**config.mk**
```make
export PLATFORM = sky130hd
export DESIGN_NAME = ready_queue_with_removal
export DESIGN_NICKNAME = d
export VERILOG_FILES = /design/src/rqr_pkg.sv /design/src/rqr_ram.sv /design/src/rqr_seq.sv /design/src/ready_queue_with_removal.sv
export VERILOG_INCLUDE_DIRS = /design/src /design/src/src
export SDC_FILE = /design/constraint.sdc
export NUM_CORES = 1
export LEC_CHECK = 0
export BUFFER_PORTS_ARGS = -buffer_cell sky130_fd_sc_hd__buf_2
export CAP_MARGIN = 15
export CORE_ASPECT_RATIO = 1.1
export CORE_UTILIZATION = 25
export DETAILED_ROUTE_END_ITERATION = 8
export PLACE_DENSITY = 0.43
export REMOVE_ABC_BUFFERS = 1
export SKIP_CTS_REPAIR_TIMING = 1
export SYNTH_ARGS = -nofsm -noshare
export SYNTH_HDL_FRONTEND = slang
export SYNTH_SLANG_ARGS = --single-unit
```
**constraint.sdc**
```tcl
create_clock -name clk_i -period 3.1 [get_ports clk_i]
set_clock_uncertainty 0.2 [all_clocks]
set_input_delay 0.465 -clock clk_i [delete_from_list [all_inputs] [get_ports clk_i]]
set_output_delay 0.465 -clock clk_i [all_outputs]
set_load 0.05 [all_outputs]
```
**src/assert_macros.svh**
```systemverilog
// ----------------------------------------------------------------------------
// assert_macros.svh
// concurrent assertion helpers used by the ready queue sequencer rqr_seq
// ----------------------------------------------------------------------------
`ifndef ASSERT_MACROS_SVH
`define ASSERT_MACROS_SVH

// property must hold at every clock edge outside reset
`define ASSERT_ALWAYS(lbl, clk, rst_n, prop, msg) \
  lbl: assert property (@(posedge clk) disable iff (!rst_n) (prop)) else $error(msg);

// consequent must hold in the same cycle as the antecedent
`define ASSERT_IMPL(lbl, clk, rst_n, ante, cons, msg) \
  lbl: assert property (@(posedge clk) disable iff (!rst_n) (ante) |-> (cons)) \
    else $error(msg);

`endif

```
**src/rqr_pkg.sv**
```systemverilog
// ----------------------------------------------------------------------------
// rqr_pkg
// shared types and constants of the ready queue with removal
// ----------------------------------------------------------------------------
package rqr_pkg;

  localparam int unsigned FUNC_W  = 2;
  localparam int unsigned TID_W   = 16;
  localparam int unsigned STAT_W  = 3;
  localparam int unsigned QCNT_W  = 5;

  localparam int unsigned DEF_QUEUE_DEPTH = 16;
  localparam int unsigned DEF_ID_BITS     = 16;

  typedef enum logic [FUNC_W-1:0] {
    FUNC_ADD   = 2'd0,
    FUNC_YIELD = 2'd1,
    FUNC_TERM  = 2'd2
  } func_e;

  typedef enum logic [STAT_W-1:0] {
    STAT_OK        = 3'd0,
    STAT_EMPTY     = 3'd1,
    STAT_FULL      = 3'd2,
    STAT_NOT_FOUND = 3'd3,
    STAT_NULL      = 3'd4
  } status_e;

  typedef enum logic [1:0] {
    S_IDLE,
    S_YIELD,
    S_SEARCH,
    S_SHIFT
  } state_e;

endpackage

```
**src/rqr_ram.sv**
```systemverilog
// ----------------------------------------------------------------------------
// rqr_ram
// identifier store, one write port and one registered read port
// ----------------------------------------------------------------------------
module rqr_ram #(
  parameter int unsigned DEPTH = rqr_pkg::DEF_QUEUE_DEPTH,
  parameter int unsigned WIDTH = rqr_pkg::DEF_ID_BITS,
  localparam int unsigned AW   = (DEPTH > 1) ? $clog2(DEPTH) : 1
) (
  input  logic             clk_i,
  input  logic             we_i,
  input  logic [AW-1:0]    waddr_i,
  input  logic [WIDTH-1:0] wdata_i,
  input  logic [AW-1:0]    raddr_i,
  output logic [WIDTH-1:0] rdata_o
);

  logic [WIDTH-1:0] mem [DEPTH];
  logic [WIDTH-1:0] rdata_q;

  always_ff @(posedge clk_i) begin
    if (we_i) begin
      mem[waddr_i] <= wdata_i;
    end
  end

  always_ff @(posedge clk_i) begin
    rdata_q <= mem[raddr_i];
  end

  assign rdata_o = rdata_q;

endmodule

```
**src/rqr_seq.sv**
```systemverilog
// ----------------------------------------------------------------------------
// rqr_seq
// request sequencer: head/count bookkeeping, search and compaction walk
// ----------------------------------------------------------------------------
`include "assert_macros.svh"

module rqr_seq #(
  parameter int unsigned QUEUE_DEPTH = rqr_pkg::DEF_QUEUE_DEPTH,
  parameter int unsigned ID_BITS     = rqr_pkg::DEF_ID_BITS,
  localparam int unsigned AW = (QUEUE_DEPTH > 1) ? $clog2(QUEUE_DEPTH) : 1,
  localparam int unsigned CW = $clog2(QUEUE_DEPTH + 1)
) (
  input  logic                        clk_i,
  input  logic                        rst_ni,
  input  logic                        start,
  output logic                        busy,
  input  logic [rqr_pkg::FUNC_W-1:0]  func_i,
  input  logic [rqr_pkg::TID_W-1:0]   thread_id_i,
  output logic                        done_o,
  output logic [rqr_pkg::STAT_W-1:0]  status_o,
  output logic [rqr_pkg::TID_W-1:0]   dispatched_id_o,
  output logic [rqr_pkg::QCNT_W-1:0]  queue_count_o,
  output logic                        mem_we_o,
  output logic [AW-1:0]               mem_waddr_o,
  output logic [ID_BITS-1:0]          mem_wdata_o,
  output logic [AW-1:0]               mem_raddr_o,
  input  logic [ID_BITS-1:0]          mem_rdata_i
);

  localparam logic [AW:0] DEPTH_W = (AW + 1)'(QUEUE_DEPTH);
  localparam logic [CW-1:0] DEPTH_C = CW'(QUEUE_DEPTH);

  rqr_pkg::state_e  state_q, state_d;
  rqr_pkg::status_e status_q, status_d;

  logic [CW-1:0]      count_q, count_d;
  logic [AW-1:0]      oldest_q, oldest_d;
  logic               done_q, done_d;
  logic [ID_BITS-1:0] disp_q, disp_d;
  logic [ID_BITS-1:0] id_q, id_d;
  logic [CW-1:0]      pos_q, pos_d;
  logic [AW-1:0]      rd_slot_q, rd_slot_d;
  logic [AW-1:0]      wr_slot_q, wr_slot_d;

  logic [ID_BITS-1:0] id_in;
  logic [AW:0]        tail_sum;
  logic [AW-1:0]      tail_slot;
  logic [AW-1:0]      oldest_nx;
  logic [AW-1:0]      rd_slot_nx;
  logic [CW:0]        pos_p1;
  logic [CW:0]        pos_p2;
  logic               is_last;
  logic               shift_end;

  // identifier width adaptation
  if (ID_BITS >= rqr_pkg::TID_W) begin : g_id_wide
    assign id_in = {{(ID_BITS - rqr_pkg::TID_W){1'b0}}, thread_id_i};
    assign dispatched_id_o = disp_q[rqr_pkg::TID_W-1:0];
  end else begin : g_id_narrow
    assign id_in = thread_id_i[ID_BITS-1:0];
    assign dispatched_id_o = {{(rqr_pkg::TID_W - ID_BITS){1'b0}}, disp_q};
  end

  if (CW >= rqr_pkg::QCNT_W) begin : g_cnt_wide
    assign queue_count_o = count_q[rqr_pkg::QCNT_W-1:0];
  end else begin : g_cnt_narrow
    assign queue_count_o = {{(rqr_pkg::QCNT_W - CW){1'b0}}, count_q};
  end

  // ring slot arithmetic
  assign tail_sum   = {1'b0, oldest_q} + {1'b0, count_q[AW-1:0]};
  assign tail_slot  = (tail_sum >= DEPTH_W) ? AW'(tail_sum - DEPTH_W) : tail_sum[AW-1:0];
  assign oldest_nx  = ({1'b0, oldest_q} == DEPTH_W - 1'b1) ? '0 : oldest_q + 1'b1;
  assign rd_slot_nx = ({1'b0, rd_slot_q} == DEPTH_W - 1'b1) ? '0 : rd_slot_q + 1'b1;

  assign pos_p1    = {1'b0, pos_q} + (CW + 1)'(1);
  assign pos_p2    = {1'b0, pos_q} + (CW + 1)'(2);
  assign is_last   = pos_p1 >= {1'b0, count_q};
  assign shift_end = pos_p2 >= {1'b0, count_q};

  always_comb begin
    state_d     = state_q;
    status_d    = status_q;
    count_d     = count_q;
    oldest_d    = oldest_q;
    done_d      = 1'b0;
    disp_d      = disp_q;
    id_d        = id_q;
    pos_d       = pos_q;
    rd_slot_d   = rd_slot_q;
    wr_slot_d   = wr_slot_q;
    mem_we_o    = 1'b0;
    mem_waddr_o = wr_slot_q;
    mem_wdata_o = mem_rdata_i;
    mem_raddr_o = rd_slot_nx;

    unique case (state_q)
      rqr_pkg::S_IDLE: begin
        if (start) begin
          disp_d = '0;
          id_d   = id_in;
          case (func_i)
            rqr_pkg::FUNC_ADD: begin
              done_d = 1'b1;
              if (id_in == '0) begin
                status_d = rqr_pkg::STAT_NULL;
              end else if (count_q == DEPTH_C) begin
                status_d = rqr_pkg::STAT_FULL;
              end else begin
                mem_we_o    = 1'b1;
                mem_waddr_o = tail_slot;
                mem_wdata_o = id_in;
                count_d     = count_q + 1'b1;
                status_d    = rqr_pkg::STAT_OK;
              end
            end
            rqr_pkg::FUNC_YIELD: begin
              if (count_q == '0) begin
                done_d   = 1'b1;
                status_d = rqr_pkg::STAT_EMPTY;
              end else begin
                mem_raddr_o = oldest_q;
                rd_slot_d   = oldest_q;
                state_d     = rqr_pkg::S_YIELD;
              end
            end
            rqr_pkg::FUNC_TERM: begin
              if (id_in == '0) begin
                done_d   = 1'b1;
                status_d = rqr_pkg::STAT_NULL;
              end else if (count_q == '0) begin
                done_d   = 1'b1;
                status_d = rqr_pkg::STAT_NOT_FOUND;
              end else begin
                mem_raddr_o = oldest_q;
                rd_slot_d   = oldest_q;
                pos_d       = '0;
                state_d     = rqr_pkg::S_SEARCH;
              end
            end
            default: begin
              done_d   = 1'b1;
              status_d = rqr_pkg::STAT_OK;
            end
          endcase
        end
      end

      rqr_pkg::S_YIELD: begin
        disp_d   = mem_rdata_i;
        oldest_d = oldest_nx;
        count_d  = count_q - 1'b1;
        status_d = rqr_pkg::STAT_OK;
        done_d   = 1'b1;
        state_d  = rqr_pkg::S_IDLE;
      end

      rqr_pkg::S_SEARCH: begin
        rd_slot_d = rd_slot_nx;
        if (mem_rdata_i == id_q) begin
          wr_slot_d = rd_slot_q;
          if (is_last) begin
            count_d  = count_q - 1'b1;
            status_d = rqr_pkg::STAT_OK;
            done_d   = 1'b1;
            state_d  = rqr_pkg::S_IDLE;
          end else begin
            state_d = rqr_pkg::S_SHIFT;
          end
        end else if (is_last) begin
          status_d = rqr_pkg::STAT_NOT_FOUND;
          done_d   = 1'b1;
          state_d  = rqr_pkg::S_IDLE;
        end else begin
          pos_d = pos_p1[CW-1:0];
        end
      end

      rqr_pkg::S_SHIFT: begin
        // move entry k+1 into slot k
        mem_we_o  = 1'b1;
        wr_slot_d = rd_slot_q;
        rd_slot_d = rd_slot_nx;
        pos_d     = pos_p1[CW-1:0];
        if (shift_end) begin
          count_d  = count_q - 1'b1;
          status_d = rqr_pkg::STAT_OK;
          done_d   = 1'b1;
          state_d  = rqr_pkg::S_IDLE;
        end
      end

      default: begin
        state_d = rqr_pkg::S_IDLE;
      end
    endcase
  end

  always_ff @(posedge clk_i or negedge rst_ni) begin
    if (!rst_ni) begin
      state_q  <= rqr_pkg::S_IDLE;
      count_q  <= '0;
      oldest_q <= '0;
      done_q   <= 1'b0;
    end else begin
      state_q  <= state_d;
      count_q  <= count_d;
      oldest_q <= oldest_d;
      done_q   <= done_d;
    end
  end

  always_ff @(posedge clk_i) begin
    status_q  <= status_d;
    disp_q    <= disp_d;
    id_q      <= id_d;
    pos_q     <= pos_d;
    rd_slot_q <= rd_slot_d;
    wr_slot_q <= wr_slot_d;
  end

  assign busy     = (state_q != rqr_pkg::S_IDLE);
  assign done_o   = done_q;
  assign status_o = status_q;

  `ASSERT_ALWAYS(a_count_bound, clk_i, rst_ni, count_q <= DEPTH_C, "count above depth")
  `ASSERT_IMPL(a_done_idle, clk_i, rst_ni, done_q, state_q == rqr_pkg::S_IDLE, "result while busy")
  `ASSERT_IMPL(a_empty_cnt, clk_i, rst_ni, done_q && status_q == rqr_pkg::STAT_EMPTY, count_q == '0 && disp_q == '0, "empty status with entries")
  `ASSERT_IMPL(a_full_cnt, clk_i, rst_ni, done_q && status_q == rqr_pkg::STAT_FULL, count_q == DEPTH_C, "full status below depth")
  `ASSERT_IMPL(a_shift_range, clk_i, rst_ni, state_q == rqr_pkg::S_SHIFT, pos_p1 < {1'b0, count_q}, "shift past last entry")

endmodule

```
**src/ready_queue_with_removal.sv**
```systemverilog
// ----------------------------------------------------------------------------
// ready_queue_with_removal
// fifo ready queue of thread ids with add, yield and terminate requests
// ----------------------------------------------------------------------------
// A request is taken when start is high and busy is low; its single result
// appears on the result ports for one cycle with done_o high and cannot be
// held off. Add, null and empty/full cases give the result in the cycle after
// the request. Yield reads the oldest entry from the id store in the S_YIELD
// state before giving its result. Terminate walks the queue one entry per cycle
// through the single read port of the id store, comparing from the oldest
// entry in S_SEARCH and then moving each later entry down one slot in S_SHIFT.
// busy is high while a yield or terminate is in progress.
module ready_queue_with_removal #(
  parameter int unsigned QUEUE_DEPTH = rqr_pkg::DEF_QUEUE_DEPTH,
  parameter int unsigned ID_BITS     = rqr_pkg::DEF_ID_BITS
) (
  input  logic                        clk_i,
  input  logic                        rst_ni,
  input  logic                        start,
  output logic                        busy,
  input  logic [rqr_pkg::FUNC_W-1:0]  func_i,
  input  logic [rqr_pkg::TID_W-1:0]   thread_id_i,
  output logic                        done_o,
  output logic [rqr_pkg::STAT_W-1:0]  status_o,
  output logic [rqr_pkg::TID_W-1:0]   dispatched_id_o,
  output logic [rqr_pkg::QCNT_W-1:0]  queue_count_o
);

  localparam int unsigned AW = (QUEUE_DEPTH > 1) ? $clog2(QUEUE_DEPTH) : 1;

  logic               mem_we;
  logic [AW-1:0]      mem_waddr;
  logic [ID_BITS-1:0] mem_wdata;
  logic [AW-1:0]      mem_raddr;
  logic [ID_BITS-1:0] mem_rdata;

  rqr_seq #(
    .QUEUE_DEPTH (QUEUE_DEPTH),
    .ID_BITS     (ID_BITS)
  ) u_seq (
    .clk_i           (clk_i),
    .rst_ni          (rst_ni),
    .start           (start),
    .busy            (busy),
    .func_i          (func_i),
    .thread_id_i     (thread_id_i),
    .done_o          (done_o),
    .status_o        (status_o),
    .dispatched_id_o (dispatched_id_o),
    .queue_count_o   (queue_count_o),
    .mem_we_o        (mem_we),
    .mem_waddr_o     (mem_waddr),
    .mem_wdata_o     (mem_wdata),
    .mem_raddr_o     (mem_raddr),
    .mem_rdata_i     (mem_rdata)
  );

  rqr_ram #(
    .DEPTH (QUEUE_DEPTH),
    .WIDTH (ID_BITS)
  ) u_ram (
    .clk_i   (clk_i),
    .we_i    (mem_we),
    .waddr_i (mem_waddr),
    .wdata_i (mem_wdata),
    .raddr_i (mem_raddr),
    .rdata_o (mem_rdata)
  );

endmodule
```
Word level (Yosys, flattened, before mapping). Memories as Yosys holds them, arrays and structs flattened. A register that Yosys moved wholly into a read port is not among the register bits. Index checks and enable logic that the tools add are counted.

Flip-flop bits (word level): 60. RAM bits: 256. Output and inout bits: 26. Word-level logic and storage cells: 145. Memories: 1.

Add/sub/neg operators: 8. $lt $le $gt $ge: 3. Equal/unequal tests: 27. Muxes and demuxes: 78. Reductions and logical operators: 18.

Memories: u_ram.mem (words 16, width 16, read ports 1, clocked after memory_dff 1, wr ports 1, line rqr_ram.sv:18) `logic [WIDTH-1:0] mem [DEPTH];`.

Operators with widths (count): 16-bit 2-to-1 mux (6); 5-bit 2-to-1 mux (13); 4-bit 2-to-1 mux (16); 16-bit one-hot mux with 2 select lines (1); 4-bit one-hot mux with 2 select lines (4); 3-bit 2-to-1 mux (9); 7-bit AND reduction (3); 5-bit one-hot mux with 4 select lines (1); 2-bit 2-to-1 mux (9); 16-bit equality test (1); 16-bit zero test (1); 2-bit != test, second input constant (8); 5-bit one-hot mux with 3 select lines (1); 6-bit by 5-bit >= comparator with 1-bit output (2); 3-bit != test, second input constant (4); 3-bit one-hot mux with 4 select lines (1); 1-bit 2-to-1 mux (11); 3-bit one-hot mux with 3 select lines (1); 4-bit by 1-bit adder with 4-bit output, second input constant (2); 4-bit equality test, second input constant (2); 2-bit one-hot mux with 4 select lines (1); 2-bit nonzero test (4); 5-bit by 1-bit adder with 6-bit output, second input constant (1); 5-bit by 2-bit adder with 6-bit output, second input constant (1); 22 further kinds (31).

Logic depth before layout (Yosys ltp). Gate-level depths: netlist (run 1).

Depth after elaboration: 8. Gate-level depth with buffers: 14. Depth with buffers taken out: 10.

Modules after synthesis. A second synthesis (run 1) with hierarchy kept.

Cell total of the unflattened synthesis: 748. Area total of the unflattened synthesis: 13739.4 um2.

By module, submodules not included: rqr_ram (instances 1, cells each 432, area an instance 10043.4 um2); rqr_seq (instances 1, cells each 316, area an instance 3696.0 um2).

Worst setup path after synthesis (run 1). No wires, ideal clock.

Path type: reg-to-reg. Start point: register u_seq.count_q[1] (netlist: u_seq.queue_count_o[1]). End point: memory u_ram.mem[8][0] in the netlist's numbering (enable). Data arrival time: 2.975 ns. Required time: 2.512 ns. Setup slack: -0.463 ns. Cell stages (with the launch flop): 8. Path buffers: 2. Clock period less this slack: 3.563 ns. Cells stage by stage: dfrtp_1 nor4_4 nand2_1 nand4_1 clkbuf_1 buf_1 a31oi_1 nor2_1.

Longest elaborated chain between the ends: 8. Elaborated cells between the ends (all ways): 17. Those cells by class: add/sub: 2; order compare: 1; eq/ne: 1; mux: 13.

Ends and longest elaborated chain: start: declaration (line rqr_seq.sv:36) `logic [CW-1:0] count_q, count_d;`; start signal: assignment (line rqr_seq.sv:207) `count_q <= count_d;`; 4-bit by 4-bit adder with 5-bit output or 5-bit equality test (tied branches) (line rqr_seq.sv:71, rqr_seq.sv:107); 4-bit by 1-bit subtractor with 4-bit output, or another cell as far along (line rqr_seq.sv:72) `assign tail_slot = (tail_sum >= DEPTH_W) ? AW'(tail_sum - DEPTH_W) : tail_sum[AW-1:0];`; 4-bit 2-to-1 mux or 1-bit 2-to-1 mux (tied branches) (line rqr_seq.sv:72, rqr_seq.sv:105); 4-bit 2-to-1 mux or 1-bit 2-to-1 mux (tied branches) (line rqr_seq.sv:107, rqr_seq.sv:102); 4-bit 2-to-1 mux or 1-bit 2-to-1 mux (tied branches) (line rqr_seq.sv:105, rqr_seq.sv:99); 4-bit 2-to-1 mux or 1-bit one-hot mux with 2 select lines (tied branches) (line rqr_seq.sv:102, rqr_seq.sv:97); 4-bit 2-to-1 mux or 1-bit 2-to-1 mux (tied branches) (line rqr_seq.sv:99, rqr_ram.sv:22); 4-bit 2-to-1 mux or 1-bit 2-to-1 mux (tied branches) (line rqr_seq.sv:97, rqr_ram.sv:23); end: declaration (line rqr_ram.sv:18).

Several ways; a longest one is shown, not always the timed one.

Worst setup path after layout (run 1).
Start point: register u_seq.state_q[0]. End point: register u_ram.rdata_q[14] (netlist: u_ram.rdata_o[14]) (read register of u_ram.mem).

Longest elaborated chain between the ends: 2.

Ends and longest elaborated chain: start: declaration (line rqr_seq.sv:33) `rqr_pkg::state_e state_q, state_d;`; start signal: assignment (line rqr_seq.sv:201) `state_q <= rqr_pkg::S_IDLE;`; start signal: assignment (line rqr_seq.sv:206) `state_q <= state_d;`; 2-bit zero test (line rqr_seq.sv:97) `unique case (state_q)`; 4-bit 2-to-1 mux (line rqr_seq.sv:97); end: declaration (line rqr_ram.sv:19) `logic [WIDTH-1:0] rdata_q;`.

Every way passes these cells. A chain may end at the register's enable or synchronous reset.

==> out/metrics.yaml, run 1 <==
worst_setup_path:
  critPathMaxFanout: 16
  ff2ff_path_depth: 12
  crit_slowest_cell: "or4_1"
  critPathMostFrequentCell: "buf_4"
  crit_chain: "inv_1, ha_1, buf_6, nand4b_1, a31o_2, o211ai_1, buf_4, nand2_4, buf_4, a21o_1, o221a_1, or4_1"
  cp_data_required_time_ns: 3.33
  critical-path-max-stage-delay_ns: 0.51
  worstReg2RegStart: "u_seq.state_q[0]"
  cp.buffers_inverters: 4
  worstSetupStartpointType: "flop"
  timing.critical_path.arrival_ns: 3.27
  rr_endpoint: "u_ram.rdata_o[14]"
  worst-path-stages: 12
  ff2ff_setup_slack_ns: 0.07
  setup.worst_path.class: "flop to flop"
  critical_path.top_delay_family: "simple AND/OR/NAND/NOR gates"
  worstSetupEndpointType: "flop"
sta:
  final_max_slew_viol_count: 0
  fmax_mhz: 329.6
  finalCriticalPeriod_ns: 3.034
  setup-violations-final: 0
  hold_violations: 0
  worst_slack_ns: 0.06606
  maxSlewHeadroom_pct: 60.56
  worst_slew_pin_slew_ns: 0.5896
  tns_ns: 0
  fin_crit_sh_pct: 97.87
die:
  core_area_mm2: 0.05625
  area_enclosed_by_the_die_boundary_mm2: 0.05800
  floorplan.initialDensity_pct: 25.35
  fp.dieW_um: 229.7
  die_h_um: 252.5
  io-pin-count: 47
  core.rowCount: 91
logic_synthesis:
  synth_enable_flop_cells: 304
  synthMuxAreaShare_pct: 7.713
  ys_seq_area_share_pct: 68.37
  postSynthCellCount: 947
  post-synth-top-area-cell: "edfxtp_1"
  synth_cell_type_count: 62
  synth-compound-area-share_pct: 10.13
  ys_ff_latch: 332
  ys_warn_count: 0
  combinational_family_with_the_most_area_after_synthesis: "compound AO/OA/AOI/OAI gates"
  synth-simple-area-share_pct: 6.791
  synth_top_area_share_pct: 64.02
  synth.area.top_cells: "edfxtp_1, mux2_2, mux2i_1"
  synth-xor-area-share_pct: 1.965
  postSynth.topFlopCell: "edfxtp_1"
  synth_fa_ha_area_share_pct: 2.738
  netlist_area_mm2: 0.01426
  postSynth.asyncResetShare_pct: 3.614
  synthesis.area_per_instance_um2: 15.06
route:
  drtIter0Drc: 619
  detail-route-antenna-nets: 0
  drtPass1Iterations: 5
  detail_route.wirelength_mm: 43.77
  post_drt_via_cell_ratio: 4.684
  wire_per_inst_um: 22.82
  detail_route.drc_violations: 0
  dr_total_vias: 8983
flow_run:
  drv.max_cap_violation_count: 0
worst_hold_path:
  holdCritStartpoint: "thread_id_i[11]"
  hp-class: "primary input to flop"
  holdPathEnd: "u_seq.id_q[11]"
  timing.hold.worst_path_depth: 2
global_routing:
  wire_length_of_the_first_global_routing_pass_mm: 62.70
  grt_overflow_total: 0
  grt_usage_pct: 15.05
  grt_antenna_before_repair: 1
  vias_in_the_first_global_route: 9148
  grt_max_degree: 23
clock_tree:
  cts-htree-levels: 2
  cts-root-buf: "clkbuf_16"
  clock_latency_late_sink_ns: 0.58
  cts.path.max_buffers: 3
  cts_made_buffers: 38
  cts_num_sinks: 332
  path_clk_slew_ns: 0.06
  cts_tree: "done"
pwr:
  leakage_power_summed_over_all_cells_uw: 0.006576
  vdd_drop_max_uv: 562.5
  power-per-cell-area_mw_per_mm2: 1155
  totalPowerFinal_uw: 20980
final_layout:
  finish.net_count: 1195
  final_cell_mix: "edfxtp_1, buf_4, mux2_2, mux2i_1, buf_2"
  layout.cells.most_common: "edfxtp_1"
  fill_cells: 5580
  finalInstanceArea_mm2: 0.01815
  share_of_the_core_filled_with_cells_pct: 32.28
  antenna_cells: 0
  syn2layout_area_growth_pct: 27.31
  proportion_of_layout_cells_with_a_drive_suffix_above_1_pct: 29.13
placed_design:
  detailed_place.area_mm2: 0.01662
  post-dp-hpwl_mm: 28.60
  port-buffer-count: 46
  finalWeightedCongestion: 0.7916
  pre_cts_slack_ns: -0.3750
run_status:
  outcome: "completed"
==> cells in the mapped netlist (all sizes together), types with 15 or more instances <==
cell type  number
o211ai         37
nand4          20
mux2           52
o22a           15
clkbuf         31
ha             28
a21oi          34
mux2i          51
nand2          33
xor2           21
and2           23
a21o           24
o21ai          15
edfxtp        304
o221ai         15
and3           17
inv            35
dfxtp          16
buf            15
nor2           26
nand3          25
a221o          15
==> flip-flops by register name, indices dropped and copies added (netlist names) <==
signal / count
u_seq.rd_slot_q: 4
u_seq.state_q: 2
u_seq.oldest_q: 4
u_ram.mem: 256
u_seq.pos_q: 5
u_seq.wr_slot_q: 4
u_seq.id_q: 16
u_seq.queue_count_o: 5
u_seq.status_o: 3
u_ram.rdata_o: 16
u_seq.done_o: 1
u_seq.dispatched_id_o: 16
==> metal layers <==
metal  share of wire, %  wire length (um)  up-vias  GRT usage [%]
met5              0.027                12        -              0
met4                3.1              1338        2          5.374
met3                5.1              2236       68          3.102
li1                   -                 -     4103              -
met1                 45             19650     4579          19.97
met2                 47             20540      231          24.27
==> area by class of cell <==
type / instances / area (um2) / area share, %
clock inverter: 14 / 150.1 / 0.8271
sequential: 332 / 9749 / 53.70
tap: 744 / 930.9 / 5.128
multi-input combinational: 534 / 4364 / 24.04
clock buffer: 56 / 1069 / 5.886
timing repair buffer: 203 / 1759 / 9.691
inverter: 35 / 131.4 / 0.7237
==> how the worst max path moves through the flow <==
stage | from | end | slack [ns]
after global routing | u_seq.state_q[0] | u_ram.rdata_o[14] | -0.03
after global placement | thread_id_i[3] | u_ram.rdata_o[14] | -0.36
after floorplan | u_seq.state_q[0] | u_ram.rdata_o[14] | -1.97
final | u_seq.state_q[0] | u_ram.rdata_o[14] | 0.07
after detailed placement | thread_id_i[3] | u_ram.rdata_o[14] | -0.38
after CTS | u_seq.queue_count_o[0] | u_ram.mem[14][7] | -0.35
==> metrics by stage <==
step	instances	hold slack [ns]
floorplan	901	-0.03059
global placement	1827	0.1902
detailed placement	1827	0.1902
CTS	1897	-0.4096
global route	1918	0.007826
finish	1918	0.01707
==> cells by family after synthesis <==
family / count (synthesis)
AOI/OAI and AO/OA: 194
xor gates and xnor gates: 32
adders and majority gates: 30
buffers and inverters: 81
DFF: 332
muxes: 103
and+or+nand+nor: 175
==> power by group <==
part	leakage (uW)	internal, uW	switching (uW)
Sequential	0.00306	6210	391
Clock	0.000590	2510	1870
Combinational	0.00293	3890	6110
Note: power is estimated with default switching activity, not from simulation.
==> inputs of run 2 (changes only) <==
==> constraint.sdc (replaced) <==
create_clock -name clk_i -period 3.1 [get_ports clk_i]
set_clock_uncertainty 0.2 [all_clocks]
set_input_delay 0.31 -clock clk_i [delete_from_list [all_inputs] [get_ports clk_i]]
set_output_delay 0.31 -clock clk_i [all_outputs]
set_load 0.05 [all_outputs]
==> run 2 against run 1 <==
Effect of this change: the flow now finishes with violations (negative hold slack); clock-buffer cell count is 5 lower; die area stayed put; non-clock buffer count is 14 higher; sequential cell count stayed put; cell area is 0.79% higher; sequential power hardly changed; combinational power hardly changed; first-iteration DRC count is 4.0% higher; utilization is 0.26 points higher; critical path depth is 4 lower; worst hold slack worse by 0.023 ns; via count is 0.24% lower.
==> out/metrics.yaml, run 2 (same netlist as run 1, synthesis figures left out) <==
final_layout:
  finalInstanceArea_mm2: 0.01830  # +0.79%
  proportion_of_layout_cells_with_a_drive_suffix_above_1_pct: 28.92  # -0.21 points
  syn2layout_area_growth_pct: 28.31
  antenna_cells: 0  # unchanged
  largest_register_ff_count: 256  # unchanged
  finish.net_count: 1208  # +1.1%
  final_cell_mix: "edfxtp_1, buf_4, mux2_2, mux2i_1, buf_2"
  fill_cells: 5569  # -0.20%
  share_of_the_core_filled_with_cells_pct: 32.53  # +0.26 points
  layout.cells.most_common: "edfxtp_1"
  top_register: "u_ram.mem"
sta:
  fmax_mhz: 328.5  # -0.34%
  maxSlewHeadroom_pct: 62.81  # +2.2 points
  timing.hold.ws_ns: -0.006266  # -0.02333 ns
  final_max_slew_viol_count: 0  # unchanged
  setup-violations-final: 0  # unchanged
  fin_crit_sh_pct: 98.20  # +0.33 points
  worst_slack_ns: 0.05572  # -0.01034 ns
  hold_violations: 7  # +7
  worst_slew_pin_slew_ns: 0.5560  # -0.03360 ns
  finalCriticalPeriod_ns: 3.044  # +0.01034 ns
route:
  detail-route-antenna-nets: 0  # unchanged
  drtPass1Iterations: 5  # unchanged
  post_drt_via_cell_ratio: 4.643  # -0.87%
  drtIter0Drc: 644  # +4.0%
  wire_per_inst_um: 22.37  # -2.0%
  detail_route.wirelength_mm: 43.18  # -1.4%
  dr_total_vias: 8961  # -0.24%
  detail_route.drc_violations: 0  # unchanged
worst_setup_path:
  worstSetupStartpointType: "flop"
  timing.critical_path.arrival_ns: 3.26  # about the same
  worstSetupEndpointType: "flop"
  setup.worst_path.class: "flop to flop"
  cp_data_required_time_ns: 3.32  # about the same
  critPathMaxFanout: 4  # -12
die:
  io-pin-count: 47  # unchanged
  core_area_mm2: 0.05625  # unchanged
  core.rowCount: 91  # unchanged
  floorplan.initialDensity_pct: 25.35  # unchanged
  area_enclosed_by_the_die_boundary_mm2: 0.05800  # unchanged
  fp.dieW_um: 229.7  # unchanged
  die_h_um: 252.5  # unchanged
run_status:
  failed_checks: "negative hold slack"
  outcome: "complete, but fails checks"
global_routing:
  grt_antenna_before_repair: 1  # unchanged
  grt_usage_pct: 14.76  # -0.30 points
  grt_max_degree: 26  # +13%
  vias_in_the_first_global_route: 8818  # -3.6%
  grt_overflow_total: 0  # unchanged
  wire_length_of_the_first_global_routing_pass_mm: 61.97  # -1.2%
clock_tree:
  cts.path.max_buffers: 3  # unchanged
  cts_tree: "done"
  cts_num_sinks: 332  # unchanged
  clock_latency_late_sink_ns: 0.56  # -0.02 ns
  cts_made_buffers: 37  # -2.6%
  path_clk_slew_ns: 0.06  # about the same
  cts-root-buf: "clkbuf_16"
  cts-htree-levels: 2  # unchanged
worst_hold_path:
  hp-class: "primary input to async pin"
placed_design:
  detailed_place.area_mm2: 0.01663  # about the same
  finalWeightedCongestion: 0.7738  # -2.2%
  port-buffer-count: 46  # unchanged
  pre_cts_slack_ns: -0.3224  # +0.05260 ns
  post-dp-hpwl_mm: 28.57  # -0.11%
pwr:
  power-per-cell-area_mw_per_mm2: 1155  # about the same
  vdd_drop_max_uv: 474.4  # -16%
  leakage_power_summed_over_all_cells_uw: 0.006648  # +1.1%
  totalPowerFinal_uw: 21130  # +0.74%
flow_run:
  drv.max_cap_violation_count: 0  # unchanged
-- run 2: cell count changes in the layout (fill, tap and decap cells not counted), moves of 2 or more --
| cell | delta |
|---|---|
| buf_4 | +3 |
| clkbuf_8 | -4 |
| clkinv_1 | +2 |
| buf_12 | +3 |
| clkinv_8 | -2 |
| dlygate4sd3_1 | +9 |
| buf_6 | -3 |
| inv_6 | +2 |
| bufinv_16 | +3 |
| nor2_2 | +3 |
| nor2_4 | -3 |
-- run 2: critical path, stage by stage, from the launching register on --
cell and delay, ns:
dfrtp_1 0.42, nor4_4 0.44, buf_4 0.23, a21oi_4 0.08, a211o_4 0.36, and2_4 0.16
mux2_4 0.29, o221a_1 0.28, or4_1 0.46
-- run 2: through the flow --
stage / cells / setup TNS (ns)
floorplan: 901 / -405.59
global placement: 1827 / -9.545
detailed placement: 1827 / -25.09
CTS: 1895 / -9.890
global route: 1930 / -0.4160
finish: 1930 / 0
-- run 2: area by class of cell --
type	count	area [um2]	area share, %
flip-flops and latches	332	9749	53.28
multi-input cells	534	4350	23.78
repair buffers	217	1938	10.59
clock buffers	51	988.4	5.402
well taps	744	930.9	5.088
clock inverters	17	209.0	1.142
inverters	35	131.4	0.7180
-- run 2: final timing paths --
path	slack [ns]	cells after the start	from	endpoint
min	-0.006	2	rst_ni	u_seq.queue_count_o[0]
max reg2reg	0.06	8	u_seq.queue_count_o[1]	u_ram.rdata_o[14]
min reg2reg	0.34	0	u_seq.rd_slot_q[3]	u_seq.wr_slot_q[3]
min in group clk_i	0.05	4	start	u_seq.done_o
max	0.06	8	u_seq.queue_count_o[1]	u_ram.rdata_o[14]
max in group asynchronous	2.46	2	rst_ni	u_seq.oldest_q[0]
-- run 2: per-layer routing --
metal | global-route usage (%) | wire length (um)
met5 | 0 | 0
met4 | 3.576 | 804
met3 | 2.775 | 1944
met2 | 24.12 | 20570
met1 | 20.11 | 19850
-- run 2: where the power goes --
group	switching, uW	leakage, uW	internal [uW]	total [uW]
Sequential	415	0.00306	6210	6620
Combinational	6040	0.00301	4070	10100
Clock	1810	0.000580	2590	4400
Total	8270	0.00665	12900	21100
